**src/design/ppa_pkg.sv**
```systemverilog
// ----------------------------------------------------------------------------
// ppa_pkg
// Shared widths, marks, command and outcome codes, and the control and
// status bundles between the allocator controller and datapath.
// ----------------------------------------------------------------------------
package ppa_pkg;

  localparam int NUM_W        = 10;
  localparam int NUMBER_SPACE = 2 ** NUM_W;
  localparam int CNT_W        = 32;
  localparam int STATUS_W     = 32;
  localparam int CMD_W        = 2;
  localparam int RES_W        = 2;
  localparam int CFG_IDX_W    = 1;
  localparam int TDATA_W      = 16;

  localparam logic [STATUS_W-1:0] MARK_TAKEN        = {STATUS_W{1'b1}};
  localparam logic [STATUS_W-1:0] MARK_OUT_OF_RANGE = {{(STATUS_W-1){1'b1}}, 1'b0};

  localparam logic [CFG_IDX_W-1:0] CFG_RANGE_FIRST = 1'b0;
  localparam logic [CFG_IDX_W-1:0] CFG_RANGE_LAST  = 1'b1;

  typedef enum logic [CMD_W-1:0] {
    CMD_INIT    = 2'd0,
    CMD_ALLOC   = 2'd1,
    CMD_RELEASE = 2'd2,
    CMD_NOP     = 2'd3
  } cmd_t;

  typedef enum logic [RES_W-1:0] {
    OUT_OK        = 2'd0,
    OUT_EMPTY     = 2'd1,
    OUT_CORRUPT   = 2'd2,
    OUT_BAD_RANGE = 2'd3
  } outcome_t;

  // controller -> datapath
  typedef struct packed {
    logic     latch_in;
    logic     latch_cand;
    logic     stat_rd_rel;
    logic     head_inc;
    logic     fill_clear;
    logic     fill_step;
    logic     init_load;
    logic     take_write;
    logic     rel_write;
    logic     res_load;
    outcome_t res_code;
    logic     res_use_cand;
    logic     out_load;
  } ctl_t;

  // datapath -> controller
  typedef struct packed {
    logic empty;
    logic ring_bad;
    logic skip;
    logic range_bad;
    logic rel_ok;
    logic rel_taken;
    logic fill_last;
    logic out_free;
  } sts_t;

endpackage

```
**src/design/ppa_ctrl.sv**
```systemverilog
// ----------------------------------------------------------------------------
// ppa_ctrl
// Sequencer for init sweep, allocate probe loop and release, one command
// at a time.
// ----------------------------------------------------------------------------
module ppa_ctrl (
  input  logic          clk,
  input  logic          rst,
  input  logic          in_valid,
  input  ppa_pkg::cmd_t in_cmd,
  output logic          in_ready,
  input  ppa_pkg::sts_t sts,
  output ppa_pkg::ctl_t ctl
);

  typedef enum logic [8:0] {
    ST_IDLE       = 9'b000000001,
    ST_INIT_CHK   = 9'b000000010,
    ST_INIT_FILL  = 9'b000000100,
    ST_ALLOC_CHK  = 9'b000001000,
    ST_ALLOC_RING = 9'b000010000,
    ST_ALLOC_EVAL = 9'b000100000,
    ST_REL_CHK    = 9'b001000000,
    ST_REL_EVAL   = 9'b010000000,
    ST_DONE       = 9'b100000000
  } state_t;

  state_t state, state_next;

  always_ff @(posedge clk) begin
    if (rst) begin
      state <= ST_IDLE;
    end else begin
      state <= state_next;
    end
  end

  assign in_ready = (state == ST_IDLE);

  always_comb begin
    state_next = state;
    ctl        = '0;
    case (state)
      ST_IDLE: begin
        if (in_valid) begin
          ctl.latch_in = 1'b1;
          case (in_cmd)
            ppa_pkg::CMD_INIT:    state_next = ST_INIT_CHK;
            ppa_pkg::CMD_ALLOC:   state_next = ST_ALLOC_CHK;
            ppa_pkg::CMD_RELEASE: state_next = ST_REL_CHK;
            default: begin
              ctl.res_load = 1'b1;
              ctl.res_code = ppa_pkg::OUT_OK;
              state_next   = ST_DONE;
            end
          endcase
        end
      end
      ST_INIT_CHK: begin
        if (sts.range_bad) begin
          ctl.res_load = 1'b1;
          ctl.res_code = ppa_pkg::OUT_BAD_RANGE;
          state_next   = ST_DONE;
        end else begin
          ctl.fill_clear = 1'b1;
          state_next     = ST_INIT_FILL;
        end
      end
      ST_INIT_FILL: begin
        ctl.fill_step = 1'b1;
        if (sts.fill_last) begin
          ctl.init_load = 1'b1;
          ctl.res_load  = 1'b1;
          ctl.res_code  = ppa_pkg::OUT_OK;
          state_next    = ST_DONE;
        end
      end
      ST_ALLOC_CHK: begin
        // ring read at the head is issued in this cycle
        if (sts.empty) begin
          ctl.res_load = 1'b1;
          ctl.res_code = ppa_pkg::OUT_EMPTY;
          state_next   = ST_DONE;
        end else begin
          state_next = ST_ALLOC_RING;
        end
      end
      ST_ALLOC_RING: begin
        if (sts.ring_bad) begin
          ctl.res_load = 1'b1;
          ctl.res_code = ppa_pkg::OUT_CORRUPT;
          state_next   = ST_DONE;
        end else begin
          ctl.latch_cand = 1'b1;
          state_next     = ST_ALLOC_EVAL;
        end
      end
      ST_ALLOC_EVAL: begin
        ctl.head_inc = 1'b1;
        if (sts.skip) begin
          state_next = ST_ALLOC_CHK;
        end else begin
          ctl.take_write   = 1'b1;
          ctl.res_load     = 1'b1;
          ctl.res_code     = ppa_pkg::OUT_OK;
          ctl.res_use_cand = 1'b1;
          state_next       = ST_DONE;
        end
      end
      ST_REL_CHK: begin
        if (sts.rel_ok) begin
          ctl.stat_rd_rel = 1'b1;
          state_next      = ST_REL_EVAL;
        end else begin
          ctl.res_load = 1'b1;
          ctl.res_code = ppa_pkg::OUT_OK;
          state_next   = ST_DONE;
        end
      end
      ST_REL_EVAL: begin
        ctl.rel_write = sts.rel_taken;
        ctl.res_load  = 1'b1;
        ctl.res_code  = ppa_pkg::OUT_OK;
        state_next    = ST_DONE;
      end
      ST_DONE: begin
        // hold the result until the output register is free
        if (sts.out_free) begin
          ctl.out_load = 1'b1;
          state_next   = ST_IDLE;
        end
      end
      default: begin
        state_next = ST_IDLE;
      end
    endcase
  end

endmodule

```
**config.mk**
```make
export PLATFORM = sky130hd
export DESIGN_NAME = ppa_ctrl
export DESIGN_NICKNAME = d
export VERILOG_FILES = /design/src/design/ppa_pkg.sv /design/src/design/ppa_ctrl.sv
export SDC_FILE = /design/constraint.sdc
export NUM_CORES = 1
export LEC_CHECK = 0
export BUFFER_PORTS_ARGS = -buffer_cell sky130_fd_sc_hd__buf_2
export CELL_PAD_IN_SITES_DETAIL_PLACEMENT = 0
export CELL_PAD_IN_SITES_GLOBAL_PLACEMENT = 1
export CORE_MARGIN = 8
export CORE_UTILIZATION = 39
export CTS_BUF_LIST = sky130_fd_sc_hd__clkbuf_8
export DETAILED_ROUTE_END_ITERATION = 16
export PLACE_DENSITY = 0.84
export SLEW_MARGIN = 20
export SYNTH_ARGS = -nofsm -noshare
export SYNTH_HDL_FRONTEND = slang
export SYNTH_SLANG_ARGS = --single-unit
```
**constraint.sdc**
```tcl
create_clock -name clk -period 5 [get_ports clk]
set_clock_uncertainty 0.2 [all_clocks]
set_input_delay 1.25 -clock clk [delete_from_list [all_inputs] [get_ports clk]]
set_output_delay 1.25 -clock clk [all_outputs]
set_load 0.02 [all_outputs]
```
Word-level counts from Yosys, hierarchy flattened
Index checks and enable logic that the tools add are counted.
{"block": "word_totals", "ramBits": 0, "latch_bits": 0, "memories": 0, "rom_bits": 0, "register_bits": 9, "inputBits": 13, "wordCells": 54}
{"block": "op_classes", "muxes": 36, "n_bitwise": 0, "mul": 0, "magnitude_cmp": 0, "shifts": 0, "n_eq_ne": 14, "div": 0, "n_addsub": 0, "reduce_logical": 3}
{"op": "9-bit case mux with 9 select lines", "n": 1}
{"op": "9-bit two-way mux", "n": 8}
{"op": "9-bit case mux with 3 select lines", "n": 1}
{"op": "3-bit case mux with 8 select lines", "n": 1}
{"op": "3-bit two-way mux", "n": 7}
{"op": "1-bit two-way mux", "n": 16}
{"op": "9-bit by 1-bit == test with 1-bit output (second input constant)", "n": 1}
{"op": "9-bit by 2-bit == test with 1-bit output (second input constant)", "n": 1}
{"op": "9-bit by 3-bit == test with 1-bit output (second input constant)", "n": 1}
{"op": "9-bit by 4-bit == test with 1-bit output (second input constant)", "n": 1}
{"op": "9-bit by 5-bit == test with 1-bit output (second input constant)", "n": 1}
{"op": "9-bit by 6-bit == test with 1-bit output (second input constant)", "n": 1}
{"op": "9-bit by 7-bit == test with 1-bit output (second input constant)", "n": 1}
{"op": "9-bit by 8-bit == test with 1-bit output (second input constant)", "n": 1}
{"op": "9-bit == test (second input constant)", "n": 1}
{"op": "2-bit != test (second input constant)", "n": 3}
{"op": "4-bit two-way mux", "n": 1}
{"op": "3-bit AND reduction", "n": 1}
{"op": "3-bit OR reduction", "n": 1}
{"op": "2-bit by 1-bit == test with 1-bit output (second input constant)", "n": 1}
{"op": "2-bit == test (second input constant)", "n": 1}
{"op": "2-bit logical NOT", "n": 1}
{"op": "2-bit two-way mux", "n": 1}

Depth between registers and ports, before layout
{"block": "depth", "word_depth": 5, "ltp_mapped": 6, "mapped_depth_nobuf": 4}

Worst setup path after synthesis
No wires, ideal clock.
{"block": "synth_path", "path_kind": "register -> output", "start": "reg state[6]", "end": "out ctl[4] (netlist bit)", "setup_slack_ns": 1.410, "stages_incl_launch_ff": 7, "arrival_ns": 2.140, "path_cell_list": "dfxtp_1 > buf_6 > or4_4 > buf_6 > nor4_2 > and2_1 > nand3b_1"}
{"element": "start, declared", "line_no": "ppa_ctrl.sv:28", "text": "state_t state, state_next;"}
{"element": "start signal, assigned", "line_no": "ppa_ctrl.sv:34", "text": "state <= state_next;"}
{"element": "end, declared", "line_no": "ppa_ctrl.sv:13", "text": "output ppa_pkg::ctl_t ctl"}

==> out/results.ini <==
[setup_path]
cp-start-kind = input pin
max_stage_delay_ps = 310
endpoint = ctl[4]
cp_top_family = compound AO/OA/AOI/OAI gates
timing.rr.end = state[2]$_SDFFE_PP0P_
worstPathArrival_ps = 2140
crit_slowest_cell = a211oi_1
cp_max_fo = 4
reg2regPathDepth = 4
path_depth = 6
startpoint = sts[4]
r2r-start = state[0]$_SDFFE_PP1P_
worstSetupEndpointType = primary output
rrSetupSlack_ps = 2820
critPathRequiredTime_ps = 3550
crit_type = in2out
cp_cell_sequence = buf_2 -> nand3b_1 -> a211oi_1 -> o21bai_1 -> nand3b_1 -> buf_2
cp.buffers_inverters = 2

[die]
rows = 16
core-area_sq_um = 1960
die_h_um = 61.5
initial_core_util_pct = 41.1
die-area_sq_um = 3780
die_w_um = 61.5
io_pins = 28

[sta]
setup_viol = 0
finalCritPeriodShare_pct = 71.8
rsz0062_at_grt = no
max_freq_mhz = 278
whs_ps = 428
finalMaxSlewViolations = 0
maxSlewHeadroom_pct = 68.1
finalSetupTns_ps = 0
worst_pin_slew_ps = 474
hold_violations = 0
fin_crit_ps = 3590

[clocking]
postCtsSetupRepairBufs = 0
clock_path_buffers = 2
tritoncts = yes
numCtsBuffers = 3
clockRootBuffer = clkbuf_8
clock_sinks = 9
hold_buffers = 0
cts_resized = 0
clkTransAtPathRegs_ps = 50
clock_latency_ps = 230
htree_levels = 1

[drt]
dr.pass1.iters = 4
met3_length_um = 208
drtIter0Drc = 56
via_per_inst = 5.69
drt-total-wl_um = 2240
drc = 0
wl_per_cell_um = 14.6
drtAntennaViolNets = 0
vias = 876
highest_layer = met4
dr_wl_met2_um = 1020
drt-met1-wl_um = 1000

[logic_synthesis]
synthesis.area_sq_um = 807
yosys_warnings = 0
synth_cells = 104
avgSynthCellArea_sq_um = 7.76
synthArstFlopShare_pct = 0
synth_nets = 117
synthSimpleGateAreaFrac_pct = 50.7
synth_ff_type = dfxtp_1
ys_seq_area_share_pct = 22.3
synth_fa_ha_area_share_pct = 0
synth_top_family_by_area = simple AND/OR/NAND/NOR gates
synth.area.mux_share_pct = 0
synth.distinct_cells = 43
synth-edff-count = 0
synthXorXnorAreaFrac_pct = 2.17
synth_seq_cells = 9
synth_compound_area_share_pct = 17.2

[power]
p_sw_mw = 0.142
p_total_mw = 0.336
p_per_area_nw_per_um2 = 347
p_clk_share_pct = 24.8
p_int_mw = 0.194
swShare_pct = 42.3
p_seq_share_pct = 30.1
power.leakage_nw = 0.407
ir_worst_vdd_uv = 194
combinationalPowerShare_pct = 45.1

[global_routing]
antenna_found_initial = 0
globalRoute.totalOverflow = 0
grt_start_max_net_pins = 12
grt_pass1_wl_um = 3560
grt_pass1_vias = 753
track_usage_pct = 12.5

[finish]
synthToLayoutAreaGrowth_pct = 19.8
finalNetCount = 141
n_antenna_cell = 0
largest_reg_flops = 9
final_area_sq_um = 967
top_regs = state x9
largest-register = state
fill_cells = 218
drive_gt1_share_pct = 29.1

[placed_design]
gp_congestion = 0.773
dpl.hpwl_um = 1750
port-buffer-count = 27
dpl-instance-area_sq_um = 922

[run]
max_cap_viol_count = 0

[outcome]
status = finished clean

[min_path]
hp-class = reg2reg

how the worst min path moves through the flow:
stage                           from                    end  slack, ps  cells after the start
6_report       state[4]$_SDFFE_PP0P_  state[5]$_SDFFE_PP0P_        430                      2
4_1_cts        state[4]$_SDFFE_PP0P_  state[5]$_SDFFE_PP0P_        420                      2
3_5_place_dp   state[4]$_SDFFE_PP0P_  state[5]$_SDFFE_PP0P_        400                      2
3_3_place_gp   state[4]$_SDFFE_PP0P_  state[5]$_SDFFE_PP0P_        400                      2
5_1_grt        state[4]$_SDFFE_PP0P_  state[5]$_SDFFE_PP0P_        470                      2
2_1_floorplan  state[4]$_SDFFE_PP0P_  state[5]$_SDFFE_PP0P_        340                      2
Yosys cell counts (2+ instances only):
cell / number / area (sq um)
nor2_1: 11 / 41.3
dfxtp_1: 9 / 180
nor4_1: 7 / 43.8
nor3_1: 6 / 30.0
nand2_1: 5 / 18.8
nand3b_1: 5 / 37.5
and2_1: 4 / 25.0
nor4b_1: 4 / 35.0
and4_1: 3 / 26.3
clkbuf_1: 3 / 11.3
nand2b_1: 3 / 18.8
nor2b_1: 3 / 18.8
a211oi_1: 2 / 15.0
a31oi_1: 2 / 12.5
a32oi_1: 2 / 17.5
buf_4: 2 / 15.0
buf_6: 2 / 22.5
inv_1: 2 / 7.51
nand3_1: 2 / 10.0
nor3b_1: 2 / 15.0
o21bai_1: 2 / 15.0
xor2_1: 2 / 17.5
cell type report:
class / instances / area, sq um / area share, %
tap: 27 / 33.8 / 3.49
inverter: 2 / 7.51 / 0.776
clock inverter: 1 / 3.75 / 0.388
timing repair buffer: 27 / 135 / 14.0
clock buffer: 3 / 41.3 / 4.27
sequential: 9 / 180 / 18.6
multi-input combinational: 85 / 566 / 58.5
layer usage:
layer  vias up  GRT usage (%)
li1        441              -
met1       395           17.0
met2        38           17.9
met3         2           4.59
met4         0           3.57
met5         -              0
power by group through the flow:
| stage | sequential, mW | clock, mW | combinational (mW) |
|---|---|---|---|
| final | 0.101 | 0.0834 | 0.152 |
| after global routing | 0.102 | 0.0892 | 0.170 |
| after CTS | 0.100 | 0.0844 | 0.151 |
| after detailed placement | 0.101 | 0 | 0.151 |
| after global placement | 0.101 | 0 | 0.150 |
| after floorplan | 0.0840 | 0 | 0.133 |
layout by cell type (no fill, tap or decap), types with 4 or more instances in the layout:
cell	Yosys	layout
buf_2	1	27
nand3b_1	5	5
dfxtp_1	9	9
and2_1	4	4
nand2_1	5	5
nor2_1	11	11
nor4b_1	4	4
nor3_1	6	6
nor4_1	7	7
logic make-up (layout without fill, tap and decap cells):
family,after synthesis,after routing
AO/OA/AOI/OAI,18,18
XOR/XNOR,2,2
buffers and inverters,10,33
AND/OR/NAND/NOR,65,65
flip-flops,9,9
worst reg2reg max path: cells and delay by family (launching register included):
kind	cells	cell delay, ps
simple gates	2	650
compound gates	2	660
flops	1	550
per-stage QoR:
step                instances  worst slack, ps  util [%]
detailed placement        150             1420      47.0
CTS                       154             1410      49.3
floorplan                 104             1410         -
global route              154             1280      49.3
finish                    154             1410      49.3
global placement          150             1430      47.0
No activity file was read; power rests on OpenSTA's default activity.
